### src/rtl/core/mtds_pkg.sv
// Shared types, codes and a digit helper for the multiplexed tube display scanner.
package mtds_pkg;

  // Transaction kinds on the input channel.
  localparam logic KIND_BLINK = 1'b0;
  localparam logic KIND_SCAN  = 1'b1;

  // Display views.
  localparam logic [2:0] VIEW_TIME      = 3'd0;
  localparam logic [2:0] VIEW_DATE      = 3'd1;
  localparam logic [2:0] VIEW_WDAY_TEMP = 3'd2;
  localparam logic [2:0] VIEW_STOPWATCH = 3'd3;
  localparam logic [2:0] VIEW_ALARM     = 3'd4;

  // Alarm field code meaning that no alarm field is under edit.
  localparam logic signed [2:0] ALARM_FIELD_NONE = -3'sd1;

  // Scan slot layout: slots below the first point slot drive tubes.
  localparam logic [2:0] SLOT_POINT_FIRST  = 3'd6;
  localparam logic [2:0] SLOT_POINT_SECOND = 3'd7;
  localparam logic [2:0] SLOT_TWO_FIELD_END = 3'd4;

  // Point patterns.
  localparam logic [1:0] POINTS_NONE   = 2'b00;
  localparam logic [1:0] POINTS_FIRST  = 2'b01;
  localparam logic [1:0] POINTS_SECOND = 2'b10;

  // Pair code that matches no tube pair.
  localparam logic [1:0] PAIR_NONE = 2'd3;

  // Last blink delay count that keeps the on phase; a higher count ends it.
  localparam logic [1:0] BLINK_DELAY_LAST = 2'd1;

  // Fields of a scan transaction held for the result stage.
  typedef struct packed {
    logic [2:0]        view_mode;
    logic              editing;
    logic [2:0]        edit_field;
    logic signed [2:0] alarm_edit_field;
    logic              alarm_armed;
    logic signed [7:0] value_left;
    logic signed [7:0] value_middle;
    logic signed [7:0] value_right;
  } scan_item_t;

  // Sequencer state seen by a scan transaction.
  typedef struct packed {
    logic [2:0] slot;
    logic       blink_on;
  } scan_ctrl_t;

  // One result transaction.
  typedef struct packed {
    logic [5:0] tube_enable;
    logic [3:0] digit_code;
    logic [1:0] point_bits;
    logic [2:0] scan_slot;
  } scan_result_t;

  // Decimal digit of a value 0..127: tens (modulo 10) or ones.
  // Division by ten is a multiply by 205 and a shift by 11, exact below 1024.
  function automatic logic [3:0] decimal_digit(input logic [6:0] v, input logic tens);
    logic [14:0] prod;
    logic [3:0]  tens_full;
    logic [6:0]  tens_x10;
    logic [6:0]  ones_full;
    prod      = {8'd0, v} * 15'd205;
    tens_full = prod[14:11];
    tens_x10  = {3'd0, tens_full} * 7'd10;
    ones_full = v - tens_x10;
    if (tens) begin
      decimal_digit = (tens_full >= 4'd10) ? (tens_full - 4'd10) : tens_full;
    end else begin
      decimal_digit = ones_full[3:0];
    end
  endfunction

endpackage

### src/rtl/core/mtds_seq.sv
// Scan slot counter and blink phase sequencer.
module mtds_seq (
  input  logic                clk,
  input  logic                rst_n,
  input  logic                accept,
  input  logic                kind,
  output mtds_pkg::scan_ctrl_t ctrl
);
  import mtds_pkg::*;

  logic [2:0] slot_r, slot_nxt;
  logic       phase_r, phase_nxt;
  logic [1:0] delay_r, delay_nxt;

  // State before the current transaction takes effect.
  assign ctrl.slot     = slot_r;
  assign ctrl.blink_on = phase_r;

  // Blink ticks step the phase; scan ticks step the slot.
  always_comb begin
    slot_nxt  = slot_r;
    phase_nxt = phase_r;
    delay_nxt = delay_r;
    if (accept) begin
      if (kind == KIND_SCAN) begin
        slot_nxt = slot_r + 3'd1;
      end else if (!phase_r) begin
        phase_nxt = 1'b1;
      end else if (delay_r > BLINK_DELAY_LAST) begin
        phase_nxt = 1'b0;
        delay_nxt = 2'd0;
      end else begin
        delay_nxt = delay_r + 2'd1;
      end
    end
  end

  always_ff @(posedge clk) begin
    if (!rst_n) begin
      slot_r  <= 3'd0;
      phase_r <= 1'b0;
      delay_r <= 2'd0;
    end else begin
      slot_r  <= slot_nxt;
      phase_r <= phase_nxt;
      delay_r <= delay_nxt;
    end
  end

  // The delay never passes the end-of-phase count.
  a_delay_range: assert property (@(posedge clk) disable iff (!rst_n)
    delay_r != 2'd3)
    else $error("blink delay out of range");

  // The delay only counts while the phase is on.
  a_delay_off: assert property (@(posedge clk) disable iff (!rst_n)
    !phase_r |-> delay_r == 2'd0)
    else $error("blink delay nonzero in off phase");

  // A scan transaction always advances the slot by one.
  a_slot_step: assert property (@(posedge clk) disable iff (!rst_n)
    accept && kind == KIND_SCAN |=> slot_r == $past(slot_r) + 3'd1)
    else $error("scan slot did not advance");

endmodule

### src/rtl/core/mtds_slot_dec.sv
// Combinational decode of one scan slot into tube enable, digit and points.
module mtds_slot_dec (
  input  mtds_pkg::scan_item_t   item,
  input  mtds_pkg::scan_ctrl_t   ctrl,
  output mtds_pkg::scan_result_t result
);
  import mtds_pkg::*;

  logic [1:0]        pair;
  logic [1:0]        want;
  logic [5:0]        slot_bit;
  logic              tube_slot;
  logic [5:0]        en_blink;
  logic signed [7:0] value_sel;
  logic [3:0]        digit;

  assign pair      = ctrl.slot[2:1];
  assign tube_slot = ctrl.slot < SLOT_POINT_FIRST;
  assign slot_bit  = tube_slot ? (6'd1 << ctrl.slot) : 6'd0;

  // Pair under clock or date edit.
  always_comb begin
    case (item.edit_field) inside
      3'd0, 3'd3:       want = 2'd0;
      3'd1, 3'd4, 3'd6: want = 2'd1;
      3'd2, 3'd5:       want = 2'd2;
      default:          want = PAIR_NONE;
    endcase
  end

  // Blink rules for the tube enable, in order of priority.
  always_comb begin
    if (item.editing && ctrl.blink_on) begin
      en_blink = (want == pair) ? slot_bit : 6'd0;
    end else if (item.view_mode == VIEW_ALARM && item.alarm_edit_field != ALARM_FIELD_NONE
                 && ctrl.blink_on) begin
      en_blink = (item.alarm_edit_field == {1'b0, pair}) ? slot_bit : 6'd0;
    end else if (item.view_mode == VIEW_ALARM && !item.alarm_armed && ctrl.blink_on) begin
      en_blink = 6'd0;
    end else begin
      en_blink = slot_bit;
    end
  end

  // Value feeding the current pair; the two-field view uses the same mapping on its tubes.
  always_comb begin
    case (pair)
      2'd0:    value_sel = item.value_right;
      2'd1:    value_sel = item.value_middle;
      default: value_sel = item.value_left;
    endcase
  end

  assign digit = decimal_digit(value_sel[6:0], ctrl.slot[0]);

  // Layout per view: digits, blanking and point bits.
  always_comb begin
    result.scan_slot   = ctrl.slot;
    result.tube_enable = en_blink;
    result.digit_code  = 4'd0;
    result.point_bits  = POINTS_NONE;
    unique case (item.view_mode) inside
      VIEW_TIME, VIEW_DATE, VIEW_STOPWATCH, VIEW_ALARM: begin
        if (tube_slot) begin
          if (value_sel[7]) begin
            result.tube_enable = 6'd0;
          end else begin
            result.digit_code = digit;
          end
        end else begin
          result.point_bits = (ctrl.slot == SLOT_POINT_FIRST) ? POINTS_FIRST : POINTS_SECOND;
        end
      end
      VIEW_WDAY_TEMP: begin
        if (ctrl.slot < SLOT_TWO_FIELD_END) begin
          if (value_sel[7]) begin
            result.tube_enable = 6'd0;
          end else begin
            result.digit_code = digit;
          end
        end else if (tube_slot) begin
          result.tube_enable = 6'd0;
        end else if (ctrl.slot == SLOT_POINT_SECOND) begin
          result.point_bits = POINTS_SECOND;
        end
      end
      default: begin
        result.digit_code = 4'd0;
      end
    endcase
  end

endmodule

### src/rtl/core/multiplexed_tube_display_scanner.sv
// Top level of the multiplexed tube display scanner: input stage, sequencer and result register.
//
// Channel | Direction | Payload
// in_     | input     | kind, view_mode, editing, edit_field, alarm_edit_field, alarm_armed,
//         |           | value_left, value_middle, value_right
// out_    | output    | tube_enable, digit_code, point_bits, scan_slot
//
// Every transaction is accepted in one cycle; one may be taken every cycle.
// A scan transaction's result reaches the output through the input stage register, which takes
// it at the accepting edge, and then the output register, which takes it once the output is free or being taken.
// Blink transactions yield nothing.
// Reset clears the slot counter, blink phase and delay, and both stage valid flags.
// A stalled output holds its result; the input stage keeps taking transactions while
// either stage is free or the output is being taken.
module multiplexed_tube_display_scanner (
  input  logic              clk,
  input  logic              rst_n,
  input  logic              in_valid,
  output logic              in_ready,
  input  logic              in_kind,
  input  logic [2:0]        in_view_mode,
  input  logic              in_editing,
  input  logic [2:0]        in_edit_field,
  input  logic signed [2:0] in_alarm_edit_field,
  input  logic              in_alarm_armed,
  input  logic signed [7:0] in_value_left,
  input  logic signed [7:0] in_value_middle,
  input  logic signed [7:0] in_value_right,
  output logic              out_valid,
  input  logic              out_ready,
  output logic [5:0]        out_tube_enable,
  output logic [3:0]        out_digit_code,
  output logic [1:0]        out_point_bits,
  output logic [2:0]        out_scan_slot
);
  import mtds_pkg::*;

  scan_ctrl_t   ctrl_cur;
  scan_ctrl_t   s1_ctrl_r;
  scan_item_t   s1_item_r;
  logic         s1_valid_r;
  logic         s1_adv;
  logic         in_acc;
  logic         scan_acc;
  scan_result_t res_nxt;
  scan_result_t out_res_r;
  logic         out_valid_r;

  // Handshake: each stage moves when the one after it is free or draining.
  assign s1_adv   = !out_valid_r || out_ready;
  assign in_ready = !s1_valid_r || s1_adv;
  assign in_acc   = in_valid && in_ready;
  assign scan_acc = in_acc && (in_kind == KIND_SCAN);

  // Slot and blink sequencer.
  mtds_seq u_seq (
    .clk    (clk),
    .rst_n  (rst_n),
    .accept (in_acc),
    .kind   (in_kind),
    .ctrl   (ctrl_cur)
  );

  // Input stage: scan transactions with the sequencer state they saw.
  always_ff @(posedge clk) begin
    if (!rst_n) begin
      s1_valid_r <= 1'b0;
    end else if (in_ready) begin
      s1_valid_r <= scan_acc;
    end
  end

  always_ff @(posedge clk) begin
    if (scan_acc) begin
      s1_ctrl_r                  <= ctrl_cur;
      s1_item_r.view_mode        <= in_view_mode;
      s1_item_r.editing          <= in_editing;
      s1_item_r.edit_field       <= in_edit_field;
      s1_item_r.alarm_edit_field <= in_alarm_edit_field;
      s1_item_r.alarm_armed      <= in_alarm_armed;
      s1_item_r.value_left       <= in_value_left;
      s1_item_r.value_middle     <= in_value_middle;
      s1_item_r.value_right      <= in_value_right;
    end
  end

  // Slot decode.
  mtds_slot_dec u_slot_dec (
    .item   (s1_item_r),
    .ctrl   (s1_ctrl_r),
    .result (res_nxt)
  );

  // Output register.
  always_ff @(posedge clk) begin
    if (!rst_n) begin
      out_valid_r <= 1'b0;
    end else if (s1_adv) begin
      out_valid_r <= s1_valid_r;
    end
  end

  always_ff @(posedge clk) begin
    if (s1_adv && s1_valid_r) begin
      out_res_r <= res_nxt;
    end
  end

  assign out_valid       = out_valid_r;
  assign out_tube_enable = out_res_r.tube_enable;
  assign out_digit_code  = out_res_r.digit_code;
  assign out_point_bits  = out_res_r.point_bits;
  assign out_scan_slot   = out_res_r.scan_slot;

  // At most one tube is lit in any result.
  a_onehot_tube: assert property (@(posedge clk) disable iff (!rst_n)
    out_valid_r |-> $onehot0(out_res_r.tube_enable))
    else $error("more than one tube enabled");

  // Point slots never light a tube or carry a digit.
  a_point_slot: assert property (@(posedge clk) disable iff (!rst_n)
    out_valid_r && out_res_r.scan_slot >= SLOT_POINT_FIRST
      |-> out_res_r.tube_enable == 6'd0 && out_res_r.digit_code == 4'd0)
    else $error("tube lit in a point slot");

  // Digits stay decimal.
  a_digit_range: assert property (@(posedge clk) disable iff (!rst_n)
    out_valid_r |-> out_res_r.digit_code <= 4'd9)
    else $error("digit code not decimal");

  // A lit tube matches the slot number.
  a_tube_slot: assert property (@(posedge clk) disable iff (!rst_n)
    out_valid_r && out_res_r.tube_enable != 6'd0
      |-> out_res_r.tube_enable == (6'd1 << out_res_r.scan_slot))
    else $error("lit tube does not match slot");

endmodule
### config.mk
export PLATFORM = sky130hd
export DESIGN_NAME = multiplexed_tube_display_scanner
export DESIGN_NICKNAME = d
export VERILOG_FILES = /design/src/rtl/core/mtds_pkg.sv /design/src/rtl/core/mtds_seq.sv /design/src/rtl/core/mtds_slot_dec.sv /design/src/rtl/core/multiplexed_tube_display_scanner.sv
export SDC_FILE = /design/constraint.sdc
export NUM_CORES = 1
export LEC_CHECK = 0
export BUFFER_PORTS_ARGS = -buffer_cell sky130_fd_sc_hd__buf_4
export CAP_MARGIN = 0
export CORE_MARGIN = 1
export CORE_UTILIZATION = 57
export CTS_CLUSTER_DIAMETER = 50
export CTS_CLUSTER_SIZE = 30
export DETAILED_ROUTE_END_ITERATION = 10
export MAX_ROUTING_LAYER = met4
export PLACE_DENSITY = 0.8
export SLEW_MARGIN = 20
export SYNTH_ARGS = -nofsm -noshare
export SYNTH_HDL_FRONTEND = slang
export SYNTH_SLANG_ARGS = --single-unit
### constraint.sdc
create_clock -name clk -period 7.8 [get_ports clk]
set_input_delay 1.95 -clock clk [delete_from_list [all_inputs] [get_ports clk]]
set_output_delay 1.95 -clock clk [all_outputs]
set_load 0.005 [all_outputs]
# Yosys cells after proc, flatten, opt, wreduce, memory -nomap -nowiden
# Index checks and enable logic that the tools add are counted.
dict set report op_classes {
  addsub 4
  mul 2
  n_lt_le_gt_ge 4
  eq_ne 16
  shifts 1
  muxes 29
  n_bitwise 1
  reduce_logical 23
}
# operator count
set ops {}
lappend ops {{2-to-1 mux 6 bit} 9}
lappend ops {{== test 3 bit (second input constant)} 6}
lappend ops {{2-to-1 mux 2 bit} 8}
lappend ops {{2-to-1 mux 4 bit} 4}
lappend ops {{one-hot mux 8 bit (2 select lines)} 1}
lappend ops {{multiplier 7 x 8 -> 15 bit (second input constant)} 1}
lappend ops {{== test 3 x 2 -> 1 bit (second input constant)} 4}
lappend ops {{one-hot mux 6 bit (2 select lines)} 1}
lappend ops {{2-to-1 mux 10 bit} 1}
lappend ops {{logical AND 1 bit} 8}
lappend ops {{one-hot mux 4 bit (2 select lines)} 1}
lappend ops {{== test 3 x 1 -> 1 bit (second input constant)} 2}
lappend ops {{zero test 3 bit} 2}
lappend ops {{less-than comparator 3 bit (second input constant)} 2}
lappend ops {{left shift 1 x 3 -> 6 bit (first input constant)} 1}
lappend ops {{greater-or-equal comparator 4 bit (second input constant)} 1}
lappend ops {{multiplier 4 x 3 -> 3 bit (second input constant)} 1}
lappend ops {{one-hot mux 2 bit (2 select lines)} 1}
lappend ops {{AND reduction 2 bit} 2}
lappend ops {{OR reduction 2 bit} 2}
lappend ops {{OR reduction 4 bit} 1}
lappend ops {{subtractor 4 bit} 1}
lappend ops {{subtractor 4 bit (second input constant)} 1}
lappend ops {{adder 3 x 1 -> 3 bit (second input constant)} 1}
lappend ops {{other kinds (13)} 18}
dict set report totals {
  ff_bits 62
  in_bits 40
  out_inout_bits 17
}

# Depth between registers and ports, before layout
dict set report logic_depth {
  depth_word 11
  depth_mapped 26
  ltp_nobuf 23
}

# Cells and area by module
# Synthesis repeated with hierarchy kept, for this count alone.
dict set report unflattened {
  cells_unflattened 310
  hier_area_um2 3703.6
}
# mod n_inst cells_per_inst area_per_inst_um2
set by_module_without_submodules {}
lappend by_module_without_submodules {multiplexed_tube_display_scanner 1 64 1731.7}
lappend by_module_without_submodules {mtds_slot_dec 1 217 1681.6}
lappend by_module_without_submodules {mtds_seq 1 29 290.3}

# Least setup slack after synthesis
# OpenSTA, ideal clock, no wires.
dict set report synth_timing {
  path_type {register -> register}
  from {register s1_ctrl_r[3] in the netlist's numbering}
  to {register out_res_r, in the netlist out_digit_code[3] (data pin)}
  t_arrival_ps 5380
  required_ps 7538
  setup_slack_ps 2159
  path_stages_with_launch 26
  cell_sequence {edfxtp_1 > buf_2 > buf_2 > buf_1 > o21a_1 > inv_1 > ha_1 > inv_1 > fa_1 > inv_1 > ha_1 > inv_1 > fa_1 > inv_1 > ha_1 > a21o_1 > a2111oi_4 > o21ai_4 > a21oi_1 > xor2_1 > inv_1 > fa_1 > xor2_1 > xnor3_1 > mux2i_1 > o31ai_1}
}
# element line
set synth_rtl {}
lappend synth_rtl {{from (decl)} multiplexed_tube_display_scanner.sv:39} ;# scan_ctrl_t s1_ctrl_r;
lappend synth_rtl {{from (signal assigned)} multiplexed_tube_display_scanner.sv:75} ;# s1_ctrl_r <= ctrl_cur;
lappend synth_rtl {{to (signal assigned)} multiplexed_tube_display_scanner.sv:105} ;# out_res_r <= res_nxt;
lappend synth_rtl {{to (decl)} multiplexed_tube_display_scanner.sv:46} ;# scan_result_t out_res_r;

==> impl_metrics.py <==
metrics = {
    "min_path": {
        "min_path_cells": 1,
        "min_path_type": "register to register",
    },
    "layout": {
        "drive_gt1_share_pct": 23.4,
        "area_growth_pct": 19.6,
        "fillers": 443,
        "nets": 448,
        "layout.cells.non_filler": 443,
        "fin_area_um2": 4370,
        "antenna_cells": 0,
    },
    "power_and_ir_drop": {
        "totalPowerFinal_uw": 987,
        "max-vdd-ir-drop_mv": 0.150,
        "internal_power_uw": 695,
        "switching_share_pct": 29.6,
        "pwr-share-comb_pct": 28.7,
        "clock_power_share_pct": 32.2,
        "power.density_nw_per_um2": 226,
        "p_leak_nw": 1.91,
        "p_sw_uw": 292,
        "seqPwrFrac_pct": 39.1,
    },
    "floorplan": {
        "die_w_um": 82.1,
        "fp.coreArea_um2": 6060,
        "rows": 28,
        "initial_utilization_pct": 60.3,
        "die_h_um": 82.1,
        "dieArea_um2": 6730,
        "io_pins": 57,
    },
    "critical_path": {
        "critPathRequiredTime_ns": 7.88,
        "reg2reg_depth": 22,
        "critPathArrivalTime_ns": 6.49,
        "cp-start-kind": "register",
        "path_class": "register to register",
        "endpoint_kind": "register",
        "cp_max_fo": 21,
    },
    "clock_network": {
        "cts_setup_buffers": 0,
        "cts_hold_buf": 0,
        "cts_tree": "yes",
        "root_buffer": "clkbuf_8",
        "cts_resized": 0,
        "numCtsBuffers": 9,
        "clock_sinks": 62,
        "ctsLongestPathBuffers": 2,
        "path_clk_slew_ns": 0.08,
        "h-tree-depth": 3,
        "insertion_delay_ns": 0.34,
    },
    "yosys": {
        "synth-async-reset-ratio_pct": 0,
        "syn_area_per_cell_um2": 12.1,
        "ys_types": 56,
        "synth_top_area_share_pct": 44.4,
        "ys_warn_count": 0,
        "netlist_area_um2": 3650,
        "syn_inst": 301,
        "synthTopCellsByArea": "edfxtp_1 44%, ha_1 12%, fa_1 4.9%",
        "ys.flop_type": "edfxtp_1",
        "syn_nets": 386,
        "synth_top_area_cell": "edfxtp_1",
        "seq_area_frac_synth_pct": 48.8,
        "synth_seq_cells": 62,
        "synth-edff-count": 54,
    },
    "timing": {
        "fin_tns_setup_ns": 0,
        "hold_viol": 0,
        "fin_crit_sh_pct": 82.2,
        "worst_pin_slew_ns": 0.881,
        "max_freq_mhz": 156,
        "rsz0062_at_grt": "false",
        "finalCriticalPeriod_ns": 6.41,
        "setup_violations": 0,
        "clock_skew_ns": 0.0146,
        "slew_viol_final": 0,
        "maxSlewHeadroom_pct": 41.2,
        "fin_ws_ns": 1.39,
    },
    "route": {
        "drc": 0,
        "vias": 2492,
        "antenna_left": 0,
        "wl_mm": 7.00,
        "avgViaCountPerCell": 5.63,
        "drt-pass1-iter-count": 4,
        "drtIter0Drc": 130,
        "drt-wirelength-per-cell_um": 15.8,
    },
    "grt": {
        "grtUsageTotal_pct": 24.0,
        "grt_max_degree": 28,
        "grt_first_pass_wirelength_mm": 11.4,
        "antenna_found_initial": 0,
        "gr-total-overflow": 0,
        "grt_pass1_vias": 2452,
    },
    "run_status": {
        "status": "finished clean",
    },
    "placed_design": {
        "gp_congestion": 0.819,
        "dp_cells": 427,
        "port_buffers": 56,
        "post_dp_cell_area_um2": 4150,
        "pre_cts_ws_ns": 1.42,
        "dp_hpwl_mm": 5.32,
    },
    "flow_run": {
        "cap_violations": 0,
    },
}
-- logic make-up after synthesis --
| kind of cell | count (synthesis) | share of synthesized area, % |
|---|---|---|
| fa+ha+maj | 45 | 17.3 |
| flops | 62 | 48.8 |
| simple gates | 73 | 10.3 |
| compound gates | 59 | 12.2 |
| mux | 11 | 3.18 |
| xor+xnor | 14 | 4.14 |
| buf+inv | 37 | 4.11 |
-- worst max-delay path, cell delays in order (launching register included) --
cell and delay (ns):
edfxtp_1 0.90, mux2i_1 0.27, nor2_1 0.06, a21oi_1 0.41, inv_1 0.17, ha_1 0.35, ha_1 0.29, inv_1 0.05
fa_1 0.41, fa_1 0.49, inv_1 0.04, ha_1 0.30, and3_1 0.18, a2111oi_4 0.40, o21ai_4 0.13, a21oi_1 0.18
xor2_1 0.29, inv_1 0.11, fa_1 0.41, xor2_1 0.17, xnor3_1 0.24, mux2i_1 0.20, o31ai_1 0.09
-- synthesized netlist by cell type, types with 2 or more instances --
library cell	count
mux2i_1	8
ha_1	36
o311a_1	2
or2_1	2
nor2_1	13
nor3_1	6
nand4_1	4
nor3b_1	4
a31oi_1	3
o21ai_0	10
xor2_2	2
a21oi_1	11
dfxtp_1	8
clkinv_1	2
fa_1	9
and2_1	3
edfxtp_1	54
a211o_1	3
nor2b_1	4
inv_1	28
nand2_1	20
o21a_1	6
a21o_1	6
buf_2	3
nand3_1	3
clkbuf_1	2
or3_1	3
nand2b_1	4
xnor2_1	4
a21boi_0	5
xor2_1	7
a21oi_2	2
-- cell type report --
class,count,area (µm²),area share [%]
Multi-Input combinational cell,202,1720,39.4
Timing Repair Buffer,58,435,9.97
Clock inverter,7,100,2.29
Clock buffer,9,124,2.84
Inverter,30,113,2.58
Sequential cell,62,1780,40.8
Tap cell,75,93.8,2.15
-- flip-flops by register name, indices dropped and copies added (netlist names) --
register and cells:
s1_ctrl_r 4, out_digit_code 4, out_scan_slot 3, out_valid 1
s1_item_r 35, u_seq.slot_r 3, out_tube_enable 6, u_seq.delay_r 2
u_seq.phase_r 1, out_point_bits 2, s1_valid_r 1
-- metrics by stage --
stage,utilization [%],hold slack [ns]
after global placement,68.4,0.449
after floorplan,-,0.421
after CTS,72.1,0.486
after detailed placement,68.4,0.454
final,72.1,0.482
after global routing,72.1,0.499
-- cell usage in the layout, fill, tap and decap left out, types with 2 or more instances in the layout --
master     count
xor2_2         2
nand2_1       20
a21o_1         6
inv_1         28
clkbuf_8       9
bufinv_16      2
and2_1         3
ha_1          36
buf_4         58
a31oi_1        3
clkinv_1       2
nand4_1        4
xnor2_1        4
or2_1          2
o21a_1         6
a211o_1        3
or3_1          3
nor3b_1        4
xor2_1         7
fa_1           9
mux2i_1        8
inv_6          4
a21oi_1       11
o21ai_0       10
dfxtp_1        8
nand2b_1       4
nand3_1        3
nor2b_1        4
nor3_1         6
edfxtp_1      54
nor2_1        13
a21boi_0       5
a21oi_2        2
o311a_1        2
-- power groups by stage --
stage	Combinational (mW)	Sequential, mW	Clock [mW]
floorplan	0.216	0.389	0
global placement	0.273	0.392	0
detailed placement	0.283	0.393	0
CTS	0.284	0.385	0.323
global route	0.321	0.387	0.334
finish	0.283	0.386	0.318
-- routing by layer --
layer / GRT usage (%) / share of wire, % / up-vias / wire, µm
met5: - / 0 / - / 0
met4: 8.95 / 1.7 / 0 / 120
met3: 3.67 / 4.3 / 15 / 300
met2: 36.9 / 48 / 88 / 3340
met1: 32.2 / 46 / 1170 / 3240
li1: - / - / 1219 / -
-- final timing paths --
kind	startpoint	to	slack [ns]
worst max-delay path	s1_ctrl_r[2]$_DFFE_PP_	out_digit_code[3]$_DFFE_PP_	1.39
worst min-delay path	s1_valid_r$_SDFFE_PN0N_	out_valid$_SDFFE_PN0P_	0.48
worst min register to register	s1_valid_r$_SDFFE_PN0N_	out_valid$_SDFFE_PN0P_	0.48
worst max register to register	s1_ctrl_r[2]$_DFFE_PP_	out_digit_code[3]$_DFFE_PP_	1.39
Note: power is estimated with default switching activity, not from simulation.
